==> src/hw/rtl/encoder_wrap_unwrap_position_top_assert.svh <==
// Assertion macros for the encoder unwrap block.
`ifndef ENCODER_WRAP_UNWRAP_POSITION_TOP_ASSERT_SVH
`define ENCODER_WRAP_UNWRAP_POSITION_TOP_ASSERT_SVH

// same-cycle implication
`define EPU_ASSERT_NOW(lbl, ante, cons) \
	lbl: assert property (@(posedge clk) disable iff (!arst_n) (ante) |-> (cons)) \
		else $error("assertion failed");

// next-cycle implication
`define EPU_ASSERT_NEXT(lbl, ante, cons) \
	lbl: assert property (@(posedge clk) disable iff (!arst_n) (ante) |=> (cons)) \
		else $error("assertion failed");

`endif

==> src/hw/rtl/epu_pkg.sv <==
package epu_pkg;

	localparam longint PULSES_PER_REV = 4000;
	localparam longint COUNT_LIMIT    = 64000;
	localparam longint SCREW_PITCH_MM = 5;
	localparam longint QUM_PER_MM     = 4000;

	localparam int COUNT_W = 16;
	localparam int WRAP_W  = 16;
	localparam int POS_W   = 35;
	localparam int OUT_W   = 36;
	localparam int X_W     = 32;
	localparam int FINT_W  = 36;
	localparam int SUM_W   = 56;
	localparam int PROD_W  = 65;
	localparam int DELTA_W = 18;

	// quarter-micrometers per pulse, split into integer and remainder parts
	localparam longint PULSE_SCALE = SCREW_PITCH_MM * QUM_PER_MM;
	localparam longint FRAC_INT    = PULSE_SCALE / PULSES_PER_REV;
	localparam longint FRAC_REM    = PULSE_SCALE % PULSES_PER_REV;
	localparam longint WRAP_SCALE  = (COUNT_LIMIT / PULSES_PER_REV) * PULSE_SCALE;

	// exact floor(x / PULSES_PER_REV) for x < 2**32
	localparam int     RECIP_SH = X_W + $clog2(PULSES_PER_REV);
	localparam longint RECIP    = ((64'sd1 <<< RECIP_SH) + PULSES_PER_REV - 1) / PULSES_PER_REV;

	localparam logic signed [DELTA_W-1:0] HALF_LIMIT = DELTA_W'(COUNT_LIMIT / 2);
	localparam logic [X_W-1:0]            FRAC_REM_V = X_W'(FRAC_REM);
	localparam logic [FINT_W-1:0]         FRAC_INT_V = FINT_W'(FRAC_INT);
	localparam logic signed [SUM_W-1:0]   WRAP_SCALE_V = SUM_W'(WRAP_SCALE);
	localparam logic [PROD_W-1:0]         RECIP_V = PROD_W'(RECIP);

	localparam logic signed [SUM_W-1:0] SUM_POS_MAX = SUM_W'(64'sd17179869183);
	localparam logic signed [SUM_W-1:0] SUM_POS_MIN = SUM_W'(-64'sd17179869184);
	localparam logic signed [POS_W-1:0] POS_MAX = {1'b0, {(POS_W-1){1'b1}}};
	localparam logic signed [POS_W-1:0] POS_MIN = {1'b1, {(POS_W-1){1'b0}}};

	localparam logic signed [WRAP_W-1:0] WRAP_MAX = {1'b0, {(WRAP_W-1){1'b1}}};
	localparam logic signed [WRAP_W-1:0] WRAP_MIN = {1'b1, {(WRAP_W-1){1'b0}}};

	localparam logic OP_SAMPLE   = 1'b0;
	localparam logic OP_SET_ZERO = 1'b1;

	typedef struct packed {
		logic op;
		logic emit;
	} epu_ctl_t;

endpackage

==> src/hw/rtl/epu_track.sv <==
module epu_track (
	input  logic                                 clk,
	input  logic                                 arst_n,
	input  logic                                 step,
	input  logic [epu_pkg::COUNT_W-1:0]          count,
	output logic signed [epu_pkg::WRAP_W-1:0]    wrap,
	output logic signed [epu_pkg::WRAP_W-1:0]    wrap_next,
	output logic                                 delta_nz
);

	logic [epu_pkg::COUNT_W-1:0]         last_count_q;
	logic signed [epu_pkg::WRAP_W-1:0]   wrap_q;
	logic signed [epu_pkg::DELTA_W-1:0]  delta;
	logic                                jump_up;
	logic                                jump_dn;

	assign delta = $signed({2'b00, count}) - $signed({2'b00, last_count_q});
	assign jump_dn = delta > epu_pkg::HALF_LIMIT;
	assign jump_up = delta < -epu_pkg::HALF_LIMIT;
	assign delta_nz = delta != '0;
	assign wrap = wrap_q;

	always_comb begin
		wrap_next = wrap_q;
		if (jump_dn && wrap_q != epu_pkg::WRAP_MIN) begin
			wrap_next = wrap_q - 16'sd1;
		end else if (jump_up && wrap_q != epu_pkg::WRAP_MAX) begin
			wrap_next = wrap_q + 16'sd1;
		end
	end

	always_ff @(posedge clk or negedge arst_n) begin
		if (!arst_n) begin
			last_count_q <= '0;
			wrap_q       <= '0;
		end else if (step) begin
			last_count_q <= count;
			wrap_q       <= wrap_next;
		end
	end

endmodule

==> src/hw/rtl/epu_scale.sv <==
module epu_scale (
	input  logic                                 clk,
	input  logic                                 en_s3,
	input  logic                                 en_s4,
	input  logic signed [epu_pkg::WRAP_W-1:0]    wrap_s2,
	input  logic [epu_pkg::X_W-1:0]              x_s2,
	input  logic [epu_pkg::FINT_W-1:0]           fint_s2,
	output logic signed [epu_pkg::POS_W-1:0]     cur_s4
);

	logic signed [epu_pkg::SUM_W-1:0]  wt_c;
	logic [epu_pkg::PROD_W-1:0]        prod_c;
	logic signed [epu_pkg::SUM_W-1:0]  wt_s3;
	logic [epu_pkg::FINT_W-1:0]        fint_s3;
	logic [epu_pkg::COUNT_W-1:0]       q_s3;
	logic signed [epu_pkg::SUM_W-1:0]  sum_c;
	logic signed [epu_pkg::POS_W-1:0]  cur_c;

	assign wt_c   = epu_pkg::SUM_W'(wrap_s2) * epu_pkg::WRAP_SCALE_V;
	assign prod_c = epu_pkg::PROD_W'(x_s2) * epu_pkg::RECIP_V;

	always_ff @(posedge clk) begin
		if (en_s3) begin
			wt_s3   <= wt_c;
			fint_s3 <= fint_s2;
			q_s3    <= prod_c[epu_pkg::RECIP_SH +: epu_pkg::COUNT_W];
		end
	end

	assign sum_c = wt_s3 + $signed({{(epu_pkg::SUM_W-epu_pkg::FINT_W){1'b0}}, fint_s3})
		+ $signed({{(epu_pkg::SUM_W-epu_pkg::COUNT_W){1'b0}}, q_s3});

	always_comb begin
		if (sum_c > epu_pkg::SUM_POS_MAX) begin
			cur_c = epu_pkg::POS_MAX;
		end else if (sum_c < epu_pkg::SUM_POS_MIN) begin
			cur_c = epu_pkg::POS_MIN;
		end else begin
			cur_c = sum_c[epu_pkg::POS_W-1:0];
		end
	end

	always_ff @(posedge clk) begin
		if (en_s4) begin
			cur_s4 <= cur_c;
		end
	end

endmodule

==> src/hw/rtl/encoder_wrap_unwrap_position_top.sv <==
// channel   signals                                   handshake
// sample    op, raw_count, parse_ok                   sample_valid / sample_ready
// result    position                                  result_valid / result_ready
//
// One item per cycle sustained while results are taken without stall.
// Path: input register, wrap tracker, multiply stage, saturating sum, offset/output register.
// Reset clears wrap count, last count, current position (cur_q) and zero offset at once.
// Empty stages fill while a result waits; input stalls only when every stage is full.
`include "encoder_wrap_unwrap_position_top_assert.svh"

module encoder_wrap_unwrap_position_top (
	input  logic                                 clk,
	input  logic                                 arst_n,
	input  logic                                 sample_valid,
	output logic                                 sample_ready,
	input  logic                                 op,
	input  logic [epu_pkg::COUNT_W-1:0]          raw_count,
	input  logic                                 parse_ok,
	output logic                                 result_valid,
	input  logic                                 result_ready,
	output logic signed [epu_pkg::OUT_W-1:0]     position
);

	logic                                v_s1, v_s2, v_s3, v_s4;
	logic                                en_s1, en_s2, en_s3, en_s4, en_out;
	logic                                op_s1, ok_s1;
	logic [epu_pkg::COUNT_W-1:0]         count_s1;
	epu_pkg::epu_ctl_t                   ctl_c, ctl_s2, ctl_s3, ctl_s4;
	logic                                step;
	logic                                leave_s4;
	logic signed [epu_pkg::WRAP_W-1:0]   wrap;
	logic signed [epu_pkg::WRAP_W-1:0]   wrap_next;
	logic                                delta_nz;
	logic signed [epu_pkg::WRAP_W-1:0]   wrap_s2;
	logic [epu_pkg::X_W-1:0]             x_s2;
	logic [epu_pkg::FINT_W-1:0]          fint_s2;
	logic signed [epu_pkg::POS_W-1:0]    cur_s4;
	logic signed [epu_pkg::POS_W-1:0]    cur_q;
	logic signed [epu_pkg::POS_W-1:0]    zero_offset_q;

	assign en_out = !result_valid || result_ready;
	assign en_s4  = !v_s4 || en_out;
	assign en_s3  = !v_s3 || en_s4;
	assign en_s2  = !v_s2 || en_s3;
	assign en_s1  = !v_s1 || en_s2;
	assign sample_ready = en_s1;

	assign step     = v_s1 && en_s2 && op_s1 == epu_pkg::OP_SAMPLE;
	assign leave_s4 = v_s4 && en_out;

	always_ff @(posedge clk or negedge arst_n) begin
		if (!arst_n) begin
			v_s1 <= 1'b0;
			v_s2 <= 1'b0;
			v_s3 <= 1'b0;
			v_s4 <= 1'b0;
		end else begin
			if (en_s1) v_s1 <= sample_valid;
			if (en_s2) v_s2 <= v_s1;
			if (en_s3) v_s3 <= v_s2;
			if (en_s4) v_s4 <= v_s3;
		end
	end

	always_ff @(posedge clk) begin
		if (en_s1) begin
			op_s1    <= op;
			ok_s1    <= parse_ok;
			count_s1 <= parse_ok ? raw_count : '0;
		end
	end

	epu_track u_track (
		.clk       (clk),
		.arst_n    (arst_n),
		.step      (step),
		.count     (count_s1),
		.wrap      (wrap),
		.wrap_next (wrap_next),
		.delta_nz  (delta_nz)
	);

	always_comb begin
		ctl_c.op   = op_s1;
		ctl_c.emit = op_s1 == epu_pkg::OP_SAMPLE && ok_s1 && delta_nz;
	end

	always_ff @(posedge clk) begin
		if (en_s2) begin
			ctl_s2  <= ctl_c;
			wrap_s2 <= wrap_next;
			x_s2    <= epu_pkg::X_W'(count_s1) * epu_pkg::FRAC_REM_V;
			fint_s2 <= epu_pkg::FINT_W'(count_s1) * epu_pkg::FRAC_INT_V;
		end
		if (en_s3) ctl_s3 <= ctl_s2;
		if (en_s4) ctl_s4 <= ctl_s3;
	end

	epu_scale u_scale (
		.clk     (clk),
		.en_s3   (en_s3),
		.en_s4   (en_s4),
		.wrap_s2 (wrap_s2),
		.x_s2    (x_s2),
		.fint_s2 (fint_s2),
		.cur_s4  (cur_s4)
	);

	always_ff @(posedge clk or negedge arst_n) begin
		if (!arst_n) begin
			cur_q         <= '0;
			zero_offset_q <= '0;
			result_valid  <= 1'b0;
		end else begin
			if (result_valid && result_ready) result_valid <= 1'b0;
			if (leave_s4) begin
				if (ctl_s4.op == epu_pkg::OP_SET_ZERO) begin
					zero_offset_q <= (cur_q == epu_pkg::POS_MIN) ? epu_pkg::POS_MAX : -cur_q;
				end else begin
					cur_q <= cur_s4;
				end
				if (ctl_s4.emit) result_valid <= 1'b1;
			end
		end
	end

	always_ff @(posedge clk) begin
		if (leave_s4 && ctl_s4.emit) begin
			position <= epu_pkg::OUT_W'(zero_offset_q) + epu_pkg::OUT_W'(cur_s4);
		end
	end

	`EPU_ASSERT_NEXT(a_emit_shows, leave_s4 && ctl_s4.emit, result_valid)
	`EPU_ASSERT_NOW(a_stall_full, v_s2 && !en_s2, v_s3 && v_s4 && result_valid && !result_ready)
	`EPU_ASSERT_NEXT(a_wrap_step, step,
		wrap == $past(wrap) || wrap == $past(wrap) + 16'sd1 || wrap == $past(wrap) - 16'sd1)

endmodule

==> config.mk <==
export PLATFORM = sky130hd
export DESIGN_NAME = encoder_wrap_unwrap_position_top
export DESIGN_NICKNAME = d
export VERILOG_FILES = /design/src/hw/rtl/epu_pkg.sv /design/src/hw/rtl/epu_track.sv /design/src/hw/rtl/epu_scale.sv /design/src/hw/rtl/encoder_wrap_unwrap_position_top.sv
export VERILOG_INCLUDE_DIRS = /design/src /design/src/hw/rtl
export SDC_FILE = /design/constraint.sdc
export NUM_CORES = 1
export LEC_CHECK = 0
export BUFFER_PORTS_ARGS = -buffer_cell sky130_fd_sc_hd__clkbuf_2
export CORE_UTILIZATION = 25
export CTS_BUF_LIST = sky130_fd_sc_hd__clkbuf_4
export CTS_CLUSTER_DIAMETER = 100
export DETAILED_ROUTE_END_ITERATION = 8
export GPL_TIMING_DRIVEN = 0
export SLEW_MARGIN = 20
export SYNTH_ARGS = -nofsm -noshare
export SYNTH_HDL_FRONTEND = slang
export SYNTH_SLANG_ARGS = --single-unit
==> constraint.sdc <==
create_clock -name clk -period 5.2 [get_ports clk]
set_clock_uncertainty 0.05 [all_clocks]
set_input_delay 1.04 -clock clk [delete_from_list [all_inputs] [get_ports clk]]
set_output_delay 1.04 -clock clk [all_outputs]
set_load 0.02 [all_outputs]
==> reports/qor.yml, run 1 <==
logic_synthesis:
  synth_seq_area_share: 0.440
  netlist_instances: 1638
  synth-main-ff-cell: "edfxtp_1"
  synth_nets: 1887
  avgSynthCellArea_um2: 11.1
  yosysWarnings: 0
  netlist_area_um2: 18100
  async_flop_share: 0.378
  synth_edf_count: 176
  ys_ff_latch: 283
  synthDistinctLibCells: 92
clocking:
  cts_num_sinks: 283
  cts_tree: "built"
  root_buffer: "clkbuf_4"
  cts-buffers-inserted: 74
  insertion_delay_ns: 0.76
  h-tree-depth: 3
  cts.path.max_buffers: 3
  clkTransAtPathRegs_ns: 0.07
global_route:
  grt_max_degree: 85
  overflow: 0
  grt_pass1_vias: 13000
  grtUsageTotal: 0.104
  grt_pass1_wl_um: 62900
  antenna_found_initial: 1
worst_hold_path:
  hp-class: "input port to async pin"
setup_path:
  reg2reg_from: "wrap_s2[9]"
  worstPathRequired_ns: 5.61
  cp-end-kind: "register"
  worst-setup-path-type: "register to register"
  cp-start-kind: "register"
  cp_data_arrival_time_ns: 5.37
  crit_start: "wrap_s2[9]"
  cp_max_fo: 5
timing:
  max_freq_mhz: 202
  tns_ns: 0
  tightest_slew_ns: 0.928
  finalCritPeriodShare: 0.954
  hold_viol: 0
  post-route-min-period_ns: 4.96
  setup_viol: 0
  fin_ws_ns: 0.241
  slew_violations: 0
  relSlewSlack: 0.379
placement:
  hpwl_um: 28900
  dp_slack_ns: -0.0452
  port_buffers: 59
  routabilityCongestion: 0.840
routing:
  via_per_inst: 4.45
  first_pass_iters: 7
  drt_wl_total_um: 37400
  drtIter0Drc: 617
  ant_nets: 0
  routedWlPerCell_um: 13.4
  drc: 0
  num_vias: 12500
power:
  ir_worst_vdd_uv: 372
  p_leak_nw: 8.89
  power_density_nw_per_um2: 656
floorplanning:
  die-area_um2: 73500
  die_y_um: 271
  boundaryPins: 60
  initial_core_util: 0.253
  die_w_um: 271
  std_cell_rows: 98
  core_um2: 71600
cells_and_area:
  fill_cells: 7414
  final_common_cell: "ha_1"
  area_delta_synth_final_pct: 14.9
  nNetsFinal: 2035
  final_layout_size_suffix_gt1_frac: 0.160
  layout_common_cells: "177 x ha_1, 176 x edfxtp_1, 167 x inv_1, 115 x clkbuf_4"
flow_run:
  cap_viol_max_count: 0
run_status:
  run_status: "finished, final reports clean"
==> report_power, final <==
group | switching (mW) | internal [mW]
clock network | 0.928 | 1.11
logic | 4.02 | 3.34
registers | 0.626 | 3.63
total | 5.57 | 8.08
==> cell usage after synthesis, drive strengths merged (6+ instances only) <==
cell type    n  area, µm²
nor4        14        103
nor3        41        210
and3        17        106
nand4        7       43.8
edfxtp     176       5290
nor2b       14       87.6
mux2        33        372
and2        20        125
nor2        77        292
nand2b      22        138
o21a        12       97.6
o21ai       77        400
o211ai       8       60.1
nand3b       6       45.0
a211oi      13       97.6
clkbuf      34        128
nand2       80        300
nand3       34        175
inv        168        631
fa          49        981
xor2        43        377
xnor2      107        937
a32oi        8       70.1
ha         178       2230
a21oi       96        488
o22a        33        304
buf         10       75.1
or4          7       65.1
a21o        29        225
or2          9       56.3
or3         13       87.6
dfrtp      107       2680
o31ai        7       57.6
o21bai      17        128
==> repair_timing <==
item / CTS / global route
hold buffers: 0 / 0
buffers inserted: 4 / 7
resized for setup: 1 / 7
endpoints found under the setup margin: 2 / 4
pin swaps: 0 / 2
==> metrics by stage <==
stage / total power [mW] / hold WS, ns / area, µm² / instances / util
final: 13.7 / 0.128 / 20800 / 2797 / 0.291
after global routing: 15.0 / 0.0563 / 20800 / 2797 / 0.291
after CTS: 13.7 / 0.0483 / 20700 / 2789 / 0.289
after detailed placement: 11.5 / 0.356 / 19700 / 2649 / 0.275
after global placement: 11.3 / 0.357 / 19600 / 2647 / 0.274
after floorplan: 9.91 / 0.350 / 18100 / 1638 / -
==> cell families (layout without fill, tap and decap cells) <==
group | after synthesis | in the layout | synth area share
AO/OA/AOI/OAI | 358 | 358 | 0.135
other | 0 | 1 | 0
flip-flops | 283 | 283 | 0.440
XOR/XNOR | 150 | 150 | 0.0725
multiplexers | 36 | 36 | 0.0222
adder cells (fa/ha/maj) | 227 | 227 | 0.177
AND/OR/NAND/NOR | 372 | 372 | 0.108
buffers and inverters | 212 | 420 | 0.0460
==> registers in the layout, indices dropped and copies added, names as in the netlist, 16 cells and up <==
name / flops
zero_offset_q: 35
u_track.last_count_q: 16
u_track.wrap: 16
position: 36
fint_s2: 19
count_s1: 16
cur_q: 35
u_scale.wt_s3: 27
wrap_s2: 16
u_scale.cur_s4: 35
u_scale.fint_s3: 19
==> worst max-delay path: stages (launching register included) <==
cell and delay, ns:
edfxtp_1 0.52, ha_1 0.35, ha_1 0.30, fa_1 0.54, inv_1 0.06, fa_1 0.50, fa_1 0.54, inv_1 0.04
ha_1 0.22, or3_1 0.42, o31ai_4 0.35, o211ai_1 0.16, a31oi_1 0.30, nor2b_1 0.08, o21bai_1 0.16, xnor2_1 0.09
==> path summary, 6_finish.rpt <==
check / to / slack, ns / depth (start not counted)
max in group asynchronous: zero_offset_q[29] / 4.23 / 2
worst max-delay path: u_scale.wt_s3[34] / 0.24 / 15
worst max register to register: u_scale.wt_s3[34] / 0.24 / 15
worst min-delay path: u_track.last_count_q[5] / 0.13 / 1
worst min register to register: ctl_s4[0] / 0.34 / 0
min in group clk: ctl_s4[0] / 0.34 / 0
==> final cells by class <==
| type | instances | area, µm² | area share |
|---|---|---|---|
| Buffer | 44 | 203 | 0.00974 |
| Inverter | 168 | 631 | 0.0303 |
| Multi-Input combinational cell | 1143 | 9390 | 0.451 |
| Antenna cell | 1 | 2.50 | 0.000120 |
| Clock inverter | 21 | 144 | 0.00691 |
| Timing Repair Buffer | 72 | 434 | 0.0209 |
| Sequential cell | 283 | 7960 | 0.383 |
| Clock buffer | 115 | 863 | 0.0415 |
| Tap cell | 950 | 1190 | 0.0571 |
==> layer usage <==
metal	GRT usage	share of wire
met4	0.0383	0.022
met2	0.187	0.50
met3	0.0253	0.046
met1	0.118	0.43
met5	0	0
(Power assumes the default switching activity.)
==> run 2, diff against run 1 <==
--- a/config.mk
+++ b/config.mk
@@ -12,6 +12,7 @@
 export CTS_CLUSTER_DIAMETER = 100
 export DETAILED_ROUTE_END_ITERATION = 8
 export GPL_TIMING_DRIVEN = 0
+export PLACE_DENSITY = 0.45
 export SLEW_MARGIN = 20
 export SYNTH_ARGS = -nofsm -noshare
 export SYNTH_HDL_FRONTEND = slang
==> reports/qor.yml, run 2 (synthesis results as in run 1) <==
setup_path:
  cpMaxStageDelayCell: "fa_1"
  cp_slowest_stage_delay_ns: 0.55
  reg2reg_from: "wrap_s2[6]"
  crit_start: "wrap_s2[6]"
  path_buf_inv: 2
  worstPathRequired_ns: 5.67
  crit_family: "adder cells"
  cp-start-kind: "register"
  r2r_slack_ns: 0.22
  timing.rr.end: "u_scale.wt_s3[54]"
  worst-setup-path-type: "register to register"
  cp_max_fo: 4
  cp-end-kind: "register"
  cp-endpoint: "u_scale.wt_s3[54]"
  cp_data_arrival_time_ns: 5.45
  worstSetupPathDepth: 17
  reg2reg_depth: 17
  cp_cell_sequence: "ha_1 -> ha_1 -> fa_1 -> inv_1 -> fa_1 -> fa_1 -> inv_1 -> ha_1 -> o21ai_1 -> nand2b_1 -> o311a_1 -> o31a_1 -> o2111a_1 -> o31ai_4 -> a211o_1 -> nand2b_1 -> xnor2_1"
floorplanning:
  std_cell_rows: 98
  die_y_um: 271
  core_um2: 71600
  boundaryPins: 60
  die_w_um: 271
  initial_core_util: 0.253
  die-area_um2: 73500
power:
  pwr-share-seq: 0.307
  p_comb_frac: 0.538
  ir_worst_vdd_uv: 474
  p_int_mw: 8.18
  p_leak_nw: 8.97
  clockPowerShare: 0.155
  p_sw_mw: 5.67
  switching_share: 0.409
  power_density_nw_per_um2: 661
timing:
  hold_ws_ns: 0.311
  max_freq_mhz: 201
  slew_violations: 0
  finalCritPeriodShare: 0.958
  hold_viol: 0
  post-route-min-period_ns: 4.98
  setup_viol: 0
  tightest_slew_ns: 1.01
  relSlewSlack: 0.327
routing:
  drtIter0Drc: 589
  first_pass_iters: 5
  routedWlPerCell_um: 13.8
  ant_nets: 0
  num_vias: 12400
  drc: 0
  drt_wl_total_um: 39000
  via_per_inst: 4.38
cells_and_area:
  regMostFlops: "position"
  area_delta_synth_final_pct: 15.7
  nNetsFinal: 2046
  layout.cells.non_filler: 2820
  layout_common_cells: "176 x ha_1, 176 x edfxtp_1, 167 x inv_1, 124 x clkbuf_4"
  largest_reg_flops: 36
  final_layout_size_suffix_gt1_frac: 0.169
global_route:
  grt_pass1_vias: 13200
  antenna_found_initial: 2
  overflow: 0
  grt_pass1_wl_um: 65400
  grt_max_degree: 78
  grtUsageTotal: 0.109
clocking:
  cts.path.max_buffers: 3
  insertion_delay_ns: 0.83
  cts_num_sinks: 283
  h-tree-depth: 3
  root_buffer: "clkbuf_4"
  clkTransAtPathRegs_ns: 0.07
  cts_tree: "built"
  cts-buffers-inserted: 80
flow_run:
  cap_viol_max_count: 0
placement:
  routabilityCongestion: 0.790
  dp_cells: 2649
  hpwl_um: 29800
  port_buffers: 59
run_status:
  run_status: "finished, final reports clean"
worst_hold_path:
  hp-class: "register to register"
run 2: cell count changes in the layout (fill, tap and decap cells not counted), moves of 2 or more:
cell      delta
clkbuf_4     +9
clkinv_2     +2
diode_2      +4
buf_4        +4
inv_2        +2
run 2: layout make-up:
cell class / count / area [µm²]
fillers: 7532 / 50700
diodes: 5 / 12.5
flip-flops and latches: 283 / 7960
clock buffers: 124 / 931
multi-input cells: 1143 / 9390
repair buffers: 77 / 482
inverters: 168 / 631
well taps: 950 / 1190
clock inverters: 26 / 145
plain buffers: 44 / 203
run 2: worst min path at each step:
| stage | cells after the start | endpoint | from |
|---|---|---|---|
| after global placement | 0 | ctl_s4[0] | ctl_s3[0] |
| after global routing | 1 | op_s1 | op |
| after floorplan | 0 | ctl_s3[0] | ctl_s2[0] |
| after CTS | 1 | op_s1 | op |
| final | 0 | u_scale.fint_s3[1] | fint_s2[1] |
| after detailed placement | 0 | u_scale.fint_s3[10] | fint_s2[10] |
run 2: power by group through the flow:
| stage | sequential (mW) | clock (mW) | combinational, mW |
|---|---|---|---|
| CTS | 4.28 | 2.26 | 7.32 |
| global route | 4.38 | 2.38 | 8.54 |
| detailed placement | 4.34 | 0 | 7.19 |
| finish | 4.26 | 2.14 | 7.45 |
| global placement | 4.32 | 0 | 7.15 |
| floorplan | 4.22 | 0 | 5.69 |
run 2: what timing repair did:
| item | in CTS | in global routing |
|---|---|---|
| endpoints found under the setup margin | 2 | 5 |
| hold buffers | 1 | 0 |
| gates resized for setup | 1 | 8 |
| setup buffers | 9 | 6 |
| pin swaps | 0 | 3 |
| hold endpoints to repair | 19 | 0 |
| gates cloned | 0 | 0 |
run 2: metrics by stage:
| stage | utilization | cell area (µm²) | worst slack [ns] | total power [mW] | TNS (ns) |
|---|---|---|---|---|---|
| floorplan | - | 18100 | 0.369 | 9.91 | 0 |
| global placement | 0.274 | 19600 | -1.31 | 11.5 | -22.47 |
| detailed placement | 0.275 | 19700 | -0.113 | 11.5 | -0.156 |
| CTS | 0.291 | 20800 | 0.00497 | 13.9 | 0 |
| global route | 0.293 | 20900 | -0.00159 | 15.3 | -0.00159 |
| finish | 0.293 | 20900 | 0.217 | 13.8 | 0 |
run 2: worst reg2reg max path, cell delays in order (launching register included):
cell      delay (ns)
edfxtp_1        0.46
ha_1            0.33
ha_1            0.29
fa_1            0.54
inv_1           0.05
fa_1            0.50
fa_1            0.55
inv_1           0.05
ha_1            0.35
o21ai_1         0.10
nand2b_1        0.07
o311a_1         0.13
o31a_1          0.28
o2111a_1        0.30
o31ai_4         0.25
a211o_1         0.18
nand2b_1        0.13
xnor2_1         0.07
run 2: metal layers:
layer	vias up	routed length, µm	track usage
met4	0	955	0.0445
met3	73	1550	0.0231
li1	6270	-	-
met1	5818	17200	0.126
met5	-	0	0
met2	195	19300	0.194
